**config.mk**
```make
export PLATFORM = sky130hd
export DESIGN_NAME = kov_ctrl
export DESIGN_NICKNAME = d
export VERILOG_FILES = /design/src/rtl/core/kov_pkg.sv /design/src/rtl/core/kov_ctrl.sv
export SDC_FILE = /design/constraint.sdc
export NUM_CORES = 1
export LEC_CHECK = 0
export BUFFER_PORTS_ARGS = -buffer_cell sky130_fd_sc_hd__buf_2
export CORE_AREA = 10 10 50 52
export DETAILED_ROUTE_END_ITERATION = 10
export DIE_AREA = 0 0 60 62
export PLACE_DENSITY = 0.68
export SYNTH_ARGS = -nofsm -noshare
export SYNTH_HDL_FRONTEND = slang
export SYNTH_SLANG_ARGS = --single-unit
```
**constraint.sdc**
```tcl
create_clock -name clock -period 1.35 [get_ports clock]
set_input_delay 0.2025 -clock clock [delete_from_list [all_inputs] [get_ports clock]]
set_output_delay 0.2025 -clock clock [all_outputs]
set_load 0.005 [all_outputs]
```
**src/rtl/core/kov_pkg.sv**
```systemverilog
// Shared types, constants and rounding helpers of the Verlet orbit stepper.
package kov_pkg;

   // Field widths
   localparam int POS_W  = 53;
   localparam int VEL_W  = 46;
   localparam int ACC_W  = 64;
   localparam int MU_W   = 46;
   localparam int DT_W   = 16;
   localparam int DT2_W  = 2 * DT_W;
   localparam int CSR_W  = POS_W;
   localparam int IDX_W  = 3;

   // Fixed-point formats
   localparam int POS_FRAC_BITS = 24;
   localparam int VEL_FRAC_BITS = 40;
   localparam int ACC_FRAC_BITS = 60;
   localparam int MU_FRAC_BITS  = 8;
   localparam int POS_SH = ACC_FRAC_BITS + 1 - POS_FRAC_BITS;
   localparam int VEL_SH = ACC_FRAC_BITS + 1 - VEL_FRAC_BITS;
   localparam int G_SH   = ACC_FRAC_BITS - MU_FRAC_BITS + 2 * POS_FRAC_BITS;
   localparam int U_SH   = 62;

   // Arithmetic unit widths
   localparam int WIDE_W = 128;
   localparam int OPD_W  = 64;
   localparam int R2_W   = 106;
   localparam int ROOT_W = 54;
   localparam int SH_W   = 7;
   localparam int CNT_W  = 8;
   localparam int QUO_W  = 64;

   // Register indexes
   localparam logic [IDX_W-1:0] CSR_GRAV_PARAM = 3'd0;
   localparam logic [IDX_W-1:0] CSR_TIME_STEP  = 3'd1;
   localparam logic [IDX_W-1:0] CSR_INIT_POS_X = 3'd2;
   localparam logic [IDX_W-1:0] CSR_INIT_POS_Y = 3'd3;
   localparam logic [IDX_W-1:0] CSR_INIT_VEL_X = 3'd4;
   localparam logic [IDX_W-1:0] CSR_INIT_VEL_Y = 3'd5;

   // Register reset values
   localparam logic [MU_W-1:0]         GRAV_PARAM_RST = 46'd33984467712000;
   localparam logic [DT_W-1:0]         TIME_STEP_RST  = 16'd1000;
   localparam logic signed [POS_W-1:0] INIT_POS_X_RST = 53'sd2509871513600000;
   localparam logic signed [POS_W-1:0] INIT_POS_Y_RST = 53'sd0;
   localparam logic signed [VEL_W-1:0] INIT_VEL_X_RST = 46'sd0;
   localparam logic signed [VEL_W-1:0] INIT_VEL_Y_RST = 46'sd32204695577559;

   // Result status codes
   localparam logic [1:0] STATUS_OK       = 2'd0;
   localparam logic [1:0] STATUS_SAT      = 2'd1;
   localparam logic [1:0] STATUS_NO_START = 2'd2;

   typedef enum logic [1:0] {
      OP_NONE,
      OP_MUL,
      OP_DIV,
      OP_SQRT
   } kov_op_type;

   typedef enum logic [4:0] {
      STEP_LOAD,
      STEP_PVX, STEP_PAX, STEP_PRX,
      STEP_PVY, STEP_PAY, STEP_PRY,
      STEP_SQX, STEP_SQY, STEP_CHK,
      STEP_ROOT, STEP_GRAV,
      STEP_UX, STEP_MX, STEP_UY, STEP_MY,
      STEP_VX1, STEP_VX2, STEP_VRX,
      STEP_VY1, STEP_VY2, STEP_VRY,
      STEP_FIN_R, STEP_FIN_A, STEP_NOSTART
   } kov_step_type;

   typedef enum logic [1:0] {
      ST_IDLE,
      ST_ISSUE,
      ST_WAIT,
      ST_RESP
   } kov_state_type;

   typedef struct packed {
      logic         begin_item;
      logic         start;
      kov_step_type step;
   } kov_cmd_type;

   typedef struct packed {
      logic done;
      logic r2_zero;
      logic started;
   } kov_stat_type;

   typedef struct packed {
      logic [63:0] val;
      logic        sat;
   } kov_rnd_type;

   // Magnitude of a signed 64-bit value; the most negative value maps to 2^63
   function automatic logic [63:0] mag64(input logic signed [63:0] s);
      return s[63] ? 64'(-s) : 64'(s);
   endfunction

   // Round half up away sh fraction bits, then saturate to a signed w-bit value
   function automatic kov_rnd_type round_sat(input logic signed [WIDE_W-1:0] x,
                                             input int sh, input int w);
      logic signed [WIDE_W-1:0] t;
      logic signed [WIDE_W-1:0] lim_hi;
      logic signed [WIDE_W-1:0] lim_lo;
      kov_rnd_type r;
      t      = (x + (128'sd1 <<< (sh - 1))) >>> sh;
      lim_hi = (128'sd1 <<< (w - 1)) - 128'sd1;
      lim_lo = -(128'sd1 <<< (w - 1));
      r.val  = t[63:0];
      r.sat  = 1'b0;
      if (t > lim_hi) begin
         r.val = lim_hi[63:0];
         r.sat = 1'b1;
      end else if (t < lim_lo) begin
         r.val = lim_lo[63:0];
         r.sat = 1'b1;
      end
      return r;
   endfunction

endpackage

```
**src/rtl/core/kov_ctrl.sv**
```systemverilog
// Controller: step sequencer and stream handshakes.
module kov_ctrl (
   input  logic                   clock,
   input  logic                   reset,
   input  logic                   req_tvalid,
   input  logic                   req_restart,
   output logic                   req_tready,
   output logic                   rsp_tvalid,
   input  logic                   rsp_tready,
   input  kov_pkg::kov_stat_type  stat,
   output kov_pkg::kov_cmd_type   cmd
);

   kov_pkg::kov_state_type state_ff, state_in;
   kov_pkg::kov_step_type  step_ff, step_in;
   kov_pkg::kov_step_type  step_next;
   logic                   mode_ff, mode_in;
   logic                   step_last;

   // Following step of the sequence
   always_comb begin
      step_last = 1'b0;
      step_next = kov_pkg::STEP_NOSTART;
      unique case (step_ff)
         kov_pkg::STEP_LOAD: step_next = kov_pkg::STEP_SQX;
         kov_pkg::STEP_PVX:  step_next = kov_pkg::STEP_PAX;
         kov_pkg::STEP_PAX:  step_next = kov_pkg::STEP_PRX;
         kov_pkg::STEP_PRX:  step_next = kov_pkg::STEP_PVY;
         kov_pkg::STEP_PVY:  step_next = kov_pkg::STEP_PAY;
         kov_pkg::STEP_PAY:  step_next = kov_pkg::STEP_PRY;
         kov_pkg::STEP_PRY:  step_next = kov_pkg::STEP_SQX;
         kov_pkg::STEP_SQX:  step_next = kov_pkg::STEP_SQY;
         kov_pkg::STEP_SQY:  step_next = kov_pkg::STEP_CHK;
         kov_pkg::STEP_CHK: begin
            if (!stat.r2_zero) begin
               step_next = kov_pkg::STEP_ROOT;
            end else if (mode_ff) begin
               step_next = kov_pkg::STEP_FIN_R;
            end else begin
               step_next = kov_pkg::STEP_VX1;
            end
         end
         kov_pkg::STEP_ROOT: step_next = kov_pkg::STEP_GRAV;
         kov_pkg::STEP_GRAV: step_next = kov_pkg::STEP_UX;
         kov_pkg::STEP_UX:   step_next = kov_pkg::STEP_MX;
         kov_pkg::STEP_MX:   step_next = kov_pkg::STEP_UY;
         kov_pkg::STEP_UY:   step_next = kov_pkg::STEP_MY;
         kov_pkg::STEP_MY:
            step_next = mode_ff ? kov_pkg::STEP_FIN_R : kov_pkg::STEP_VX1;
         kov_pkg::STEP_VX1:  step_next = kov_pkg::STEP_VX2;
         kov_pkg::STEP_VX2:  step_next = kov_pkg::STEP_VRX;
         kov_pkg::STEP_VRX:  step_next = kov_pkg::STEP_VY1;
         kov_pkg::STEP_VY1:  step_next = kov_pkg::STEP_VY2;
         kov_pkg::STEP_VY2:  step_next = kov_pkg::STEP_VRY;
         kov_pkg::STEP_VRY:  step_next = kov_pkg::STEP_FIN_A;
         kov_pkg::STEP_FIN_R, kov_pkg::STEP_FIN_A, kov_pkg::STEP_NOSTART:
            step_last = 1'b1;
         default: step_last = 1'b1;
      endcase
   end

   // Next state
   always_comb begin
      state_in = state_ff;
      step_in  = step_ff;
      mode_in  = mode_ff;
      unique case (state_ff)
         kov_pkg::ST_IDLE: begin
            if (req_tvalid) begin
               state_in = kov_pkg::ST_ISSUE;
               mode_in  = req_restart;
               priority if (req_restart) begin
                  step_in = kov_pkg::STEP_LOAD;
               end else if (stat.started) begin
                  step_in = kov_pkg::STEP_PVX;
               end else begin
                  step_in = kov_pkg::STEP_NOSTART;
               end
            end
         end
         kov_pkg::ST_ISSUE: state_in = kov_pkg::ST_WAIT;
         kov_pkg::ST_WAIT: begin
            if (stat.done) begin
               if (step_last) begin
                  state_in = kov_pkg::ST_RESP;
               end else begin
                  state_in = kov_pkg::ST_ISSUE;
                  step_in  = step_next;
               end
            end
         end
         kov_pkg::ST_RESP: begin
            if (rsp_tready) begin
               state_in = kov_pkg::ST_IDLE;
            end
         end
         default: state_in = kov_pkg::ST_IDLE;
      endcase
   end

   // Outputs
   always_comb begin
      req_tready     = (state_ff == kov_pkg::ST_IDLE);
      rsp_tvalid     = (state_ff == kov_pkg::ST_RESP);
      cmd.begin_item = (state_ff == kov_pkg::ST_IDLE) && req_tvalid;
      cmd.start      = (state_ff == kov_pkg::ST_ISSUE);
      cmd.step       = step_ff;
   end

   always_ff @(posedge clock) begin
      if (reset) begin
         state_ff <= kov_pkg::ST_IDLE;
         step_ff  <= kov_pkg::STEP_NOSTART;
         mode_ff  <= 1'b0;
      end else begin
         state_ff <= state_in;
         step_ff  <= step_in;
         mode_ff  <= mode_in;
      end
   end

endmodule

```
# Word level (Yosys, flattened, before mapping)
# Cells that the tools add are included.
[op_classes]
reduce_logical = 9
n_eq_ne = 28
muxes = 14
[ops]
columns = ["cell", "count"]
rows = [
  ["one-hot mux 5 bit (21 select lines)", 1],
  ["== test 5 x 4 -> 1 bit, second input constant", 8],
  ["== test 5 bit, second input constant", 6],
  ["2-to-1 mux 5 bit", 6],
  ["OR reduction 22 bit", 1],
  ["== test 5 x 3 -> 1 bit, second input constant", 4],
  ["== test 5 x 2 -> 1 bit, second input constant", 2],
  ["one-hot mux 5 bit (2 select lines)", 1],
  ["2-to-1 mux 2 bit", 4],
  ["one-hot mux 2 bit (4 select lines)", 1],
  ["inequality test 2 bit, second input constant", 3],
  ["== test 5 x 1 -> 1 bit, second input constant", 1],
  ["zero test 5 bit", 1],
  ["== test 2 bit, second input constant", 2],
  ["AND reduction 4 bit", 1],
  ["2-to-1 mux 3 bit", 1],
  ["AND reduction 3 bit", 1],
  ["== test 2 x 1 -> 1 bit, second input constant", 1],
  ["zero test 2 bit", 1],
  ["inequality test 2 x 1 -> 1 bit, second input constant", 1],
  ["AND reduction 2 bit", 1],
  ["nonzero test 2 bit", 1],
  ["OR reduction 2 bit", 1],
  ["logical AND 1 bit", 1],
]
[totals]
reg_bits = 8
wordCells = 54
in_bits = 8
output_inout_bits = 9

# Depth between registers and ports, before layout
[logic_depth]
word_depth = 6
mapped_depth = 5
depth_no_buf = 4

# Worst setup path before layout
# OpenSTA, ideal clock, no wires.
[synth_timing]
kind = "register to register"
startpoint = "reg step_ff[1]"
endpoint = "reg step_ff[2]"
t_required_ns = 1.266
t_arrival_ns = 1.252
n_path_buf = 1
stages_incl_launch_ff = 6
path_slack_ns = 0.014
synth_period_minus_slack_ns = 1.336
setup_time_ns = 0.084
cell_sequence = "dfxtp_1 -> buf_6 -> a21oi_2 -> o21ai_1 -> or3_1 -> o31ai_2"
[synth_between]
elab_chain_len = 6
word_cells_on_any_way = 30
cone_classes = "22 x eq/ne; 4 x mux; 4 x reduce/logical"
[synth_rtl]
columns = ["element", "line_no", "text"]
rows = [
  ["start, declared", "kov_ctrl.sv:15", "kov_pkg::kov_step_type step_ff, step_in;"],
  ["start signal, assigned", "kov_ctrl.sv:113", "step_ff <= kov_pkg::STEP_NOSTART;"],
  ["start signal, assigned", "kov_ctrl.sv:117", "step_ff <= step_in;"],
  ["== test 5 x 3 -> 1 bit / zero test 5 bit (equally long branches)", "kov_ctrl.sv:24", "unique case (step_ff)"],
  ["OR reduction 2 bit (no source line)", "n/a", ""],
  ["one-hot mux 5 bit (21 select lines)", "kov_ctrl.sv:24", ""],
  ["2-to-1 mux 5 bit", "kov_ctrl.sv:84", "if (step_last) begin"],
  ["2-to-1 mux 5 bit", "kov_ctrl.sv:83", "if (stat.done) begin"],
  ["one-hot mux 5 bit (2 select lines)", "kov_ctrl.sv:67", "unique case (state_ff)"],
]
# Parallel ways exist; a longest one is shown, timed or not. The select of a mux whose other input is x is not followed.
# A chain may end at the register's enable or synchronous reset.

# Worst setup path after layout
[layout_timing]
startpoint = "reg state_ff[1]"
endpoint = "reg step_ff[0]"
[layout_between]
elab_chain_len = 3
word_cells_on_any_way = 8
cone_classes = "4 x eq/ne; 1 x mux; 3 x reduce/logical"
[layout_rtl]
columns = ["element", "line_no", "text"]
rows = [
  ["start, declared", "kov_ctrl.sv:14", "kov_pkg::kov_state_type state_ff, state_in;"],
  ["start signal, assigned", "kov_ctrl.sv:112", "state_ff <= kov_pkg::ST_IDLE;"],
  ["start signal, assigned", "kov_ctrl.sv:116", "state_ff <= state_in;"],
  ["== test 2 bit / zero test 2 bit (equally long branches)", "kov_ctrl.sv:67", ""],
  ["inequality test 2 bit (no source line) / nonzero test 2 bit (equally long branches)", "n/a", ""],
  ["AND reduction 4 bit (no source line)", "n/a", ""],
]
# Parallel ways exist; a longest one is shown, timed or not.

==> results by group <==
STA
  • Minimum clock period: 1.360 ns
  • Hold Violations, Final: 0
  • Upper clock frequency limit: 0.7353 GHz
  • Fin worst setup slack: -0.009952 ns
  • Final Slew Violations: 0
  • RSZ-0062 raised after global routing: yes
  • Fin crit share: 100.7%
  • Worst slew pin tran: 0.3562 ns
  • Clock Skews: 0.003842 ns
  • Rel. slew slack: 76.22%
  • Final setup fails: 1

Routing
  • Drt via density: 5.372
  • Via count of the routed design: 693
  • DR DRC count: 0
  • TritonRoute pass-1 iters: 4
  • Initial DRC Count: 20
  • Met3 WL post-DR: 139 µm
  • DRT antenna net count: 0
  • Drt wl/cell: 13.89 µm
  • Met2 wire length: 842 µm
  • Wl on met1: 809 µm
  • Routed wire length: 1792 µm
  • Top Metal Used: met3

Clock network
  • CTS root buf: clkbuf_4
  • Clock sink count: 8
  • Clock buffer count from CTS: 3
  • Maximum root-to-sink buffer count: 2
  • # H-tree levels: 1
  • CTS tree: built
  • CTS clk-pin slew, worst paths: 0.06 ns
  • Clock Latency Late Sink: 0.25 ns

Synth
  • Ys Warns: 0
  • Main synth FF type: dfxtp_1
  • Mapped cell area: 653.1 µm²
  • Ys async rst share: 0%
  • Distinct cells, synth: 43
  • Post-Syn Instances: 80
  • Post-synth net total: 88
  • Mean area per synthesized cell: 8.164 µm²
  • Register area share after synthesis: 24.52%
  • Flops & latches, synth: 8
  • EDFF count, synth: 0

Setup path
  • CP cell instances: buf_6 > nor3b_4 > buf_6 > a311oi_4 > buf_4 > a211oi_2 > a211oi_2
  • RR Startpoint: state_ff[1]
  • Worst path max stage delay: 0.36 ns
  • Crit path launch type: flop
  • Critical Path RT: 1.49 ns
  • RR Endpoint: step_ff[0]
  • Critical Path Start: state_ff[1]
  • Critical Path Fanout Max: 7
  • CP Capture Type: flop
  • CP max stage cell: dfxtp_4
  • Critical path class: reg2reg
  • R2r worst-path depth: 7
  • Crit path DAT: 1.50 ns
  • Flop2flop setup slack: -0.01 ns
  • Critical path destination: step_ff[0]

Power and ir drop
  • Peak supply drop: 0.5128 mV
  • Pwr dens: 812.6 nW/µm²
  • Sw Pwr: 0.2480 mW
  • Clk pwr share: 24.7%
  • Power Total: 0.7585 mW
  • Share of power burned in registers: 38.0%
  • Pint: 0.5104 mW
  • Static Leakage: 0.3858 nW
  • Comb pwr share: 37.3%
  • Sw Ratio: 32.70%

Outcome
  • Violated checks: negative setup slack
  • Status: finished with violations

Floorplanning
  • Die height: 62 µm
  • Die width: 60 µm
  • Starting Density: 40.47%
  • Core ar.: 1614 µm²
  • Io pins: 17
  • Die area: 3720 µm²
  • # rows: 15

GRT
  • Total global routing overflow: 0
  • Antenna violations before repair: 0
  • Largest net degree at the start of global routing: 15
  • Vias in the first global route: 724
  • GRT Resource Usage Total: 10.48%
  • First-pass GRT wire length: 3077 µm

Worst hold path
  • Hold crit path type: in2reg

Finish
  • Number of fill cells: 166
  • Antenna cells: 0
  • Share of cells above drive strength 1: 49.11%
  • Core Util, Final: 57.83%
  • Layout overhead on the synthesized area: 42.91%
  • Layout Nets: 122

Flow run
  • Total of max-cap violations: 0

Placed design
  • Post-DP HPWL: 1387 µm
  • GP Congestion: 0.8559
  • # port buffers: 16
==> state kept, by name, summed over array words and instances (netlist names) <==
signal,count
state_ff,2
step_ff,5
mode_ff,1
==> worst max-delay path: cells and delay by family, from the launching register on <==
kind	cells	cell delay, ns
and+or+nand+nor	1	0.22
DFF	1	0.36
AOI/OAI and AO/OA	3	0.24
buffers and inverters	3	0.42
==> what timing repair did <==
action,in CTS,in global routing
hold buffers,0,0
setup buffers,4,0
hold endpoints to repair,0,0
pin swaps,3,1
resized for setup,11,5
setup endpoints to repair,8,8
==> metrics by stage <==
stage	instance area [µm²]	setup slack [ns]	std cells	setup TNS (ns)	hold WS, ns
2_1_floorplan	653.1	0.01414	80	0	0.2991
3_3_place_gp	834.6	-0.05181	123	-0.1745	0.4024
3_5_place_dp	834.6	-0.1468	123	-0.6141	0.4053
4_1_cts	917.1	-0.03378	129	-0.03801	0.1161
5_1_grt	933.4	-0.09987	129	-0.3562	0.1347
6_report	933.4	-0.009952	129	-0.009952	0.1259
==> cell type report <==
class                           count  area [µm²]  area share (%)
Tap cell                           17       21.27           2.279
Clock buffer                        3       22.52           2.413
Multi-Input combinational cell     61       462.9           49.60
Sequential cell                     8       170.2           18.23
Timing Repair Buffer               36       241.5           25.87
Inverter                            4       15.01           1.609
==> worst min path at each step <==
stage	start	to	slack [ns]	cells past startpoint
after floorplan	rsp_tready	state_ff[1]	0.30	1
after detailed placement	rsp_tready	state_ff[1]	0.41	2
after global placement	rsp_tready	state_ff[1]	0.40	2
final	rsp_tready	state_ff[1]	0.13	2
after CTS	rsp_tready	state_ff[1]	0.12	2
after global routing	rsp_tready	state_ff[1]	0.13	2
==> cell families (layout without fill, tap and decap cells) <==
logic type	after synthesis	after routing	synth area share (%)
simple gates	31	31	28.16
flops	8	8	24.52
mux	2	2	3.065
buf+inv	11	43	9.577
xor+xnor	1	1	1.341
compound gates	27	27	33.34
==> synthesized netlist by cell type, types with 2 or more instances <==
library cell,count,area [µm²]
nand3b_1,3,22.52
o21ai_1,2,10.01
nor2_1,6,22.52
buf_2,2,10.01
inv_1,4,15.01
or3_1,2,12.51
a21oi_1,6,30.03
nand3_1,2,10.01
o21ai_0,2,10.01
dfxtp_1,8,160.2
a211oi_2,2,25.02
nand2_1,6,22.52
buf_6,2,22.52
nor3_1,3,15.01
mux2i_1,2,20.02
==> per-layer routing <==
layer / global-route usage (%) / up-vias
met4: 2.885 / 0
met3: 4.675 / 0
li1: - / 364
met2: 18.38 / 19
met5: 0 / -
met1: 11.07 / 310
==> power by group through the flow <==
stage                     Sequential [mW]  Combinational (mW)  Clock (mW)
after floorplan                     0.276               0.157           0
after global placement              0.288               0.246           0
after detailed placement            0.289               0.250           0
after CTS                           0.288               0.280       0.198
after global routing                0.292               0.313       0.211
final                               0.288               0.283       0.187
==> cell usage in the layout (no fill, tap or decap), types with 2 or more instances in the layout <==
master / count
dfxtp_2: 2
buf_6: 3
buf_2: 16
o21ai_1: 3
buf_4: 17
nand2_1: 6
dfxtp_1: 4
mux2i_1: 2
inv_1: 3
clkbuf_4: 3
nand3b_1: 3
dfxtp_4: 2
nor3_1: 2
nand3_1: 2
nor2_1: 6
a211oi_2: 2
a21oi_1: 6
No activity file was read; power rests on OpenSTA's default activity.
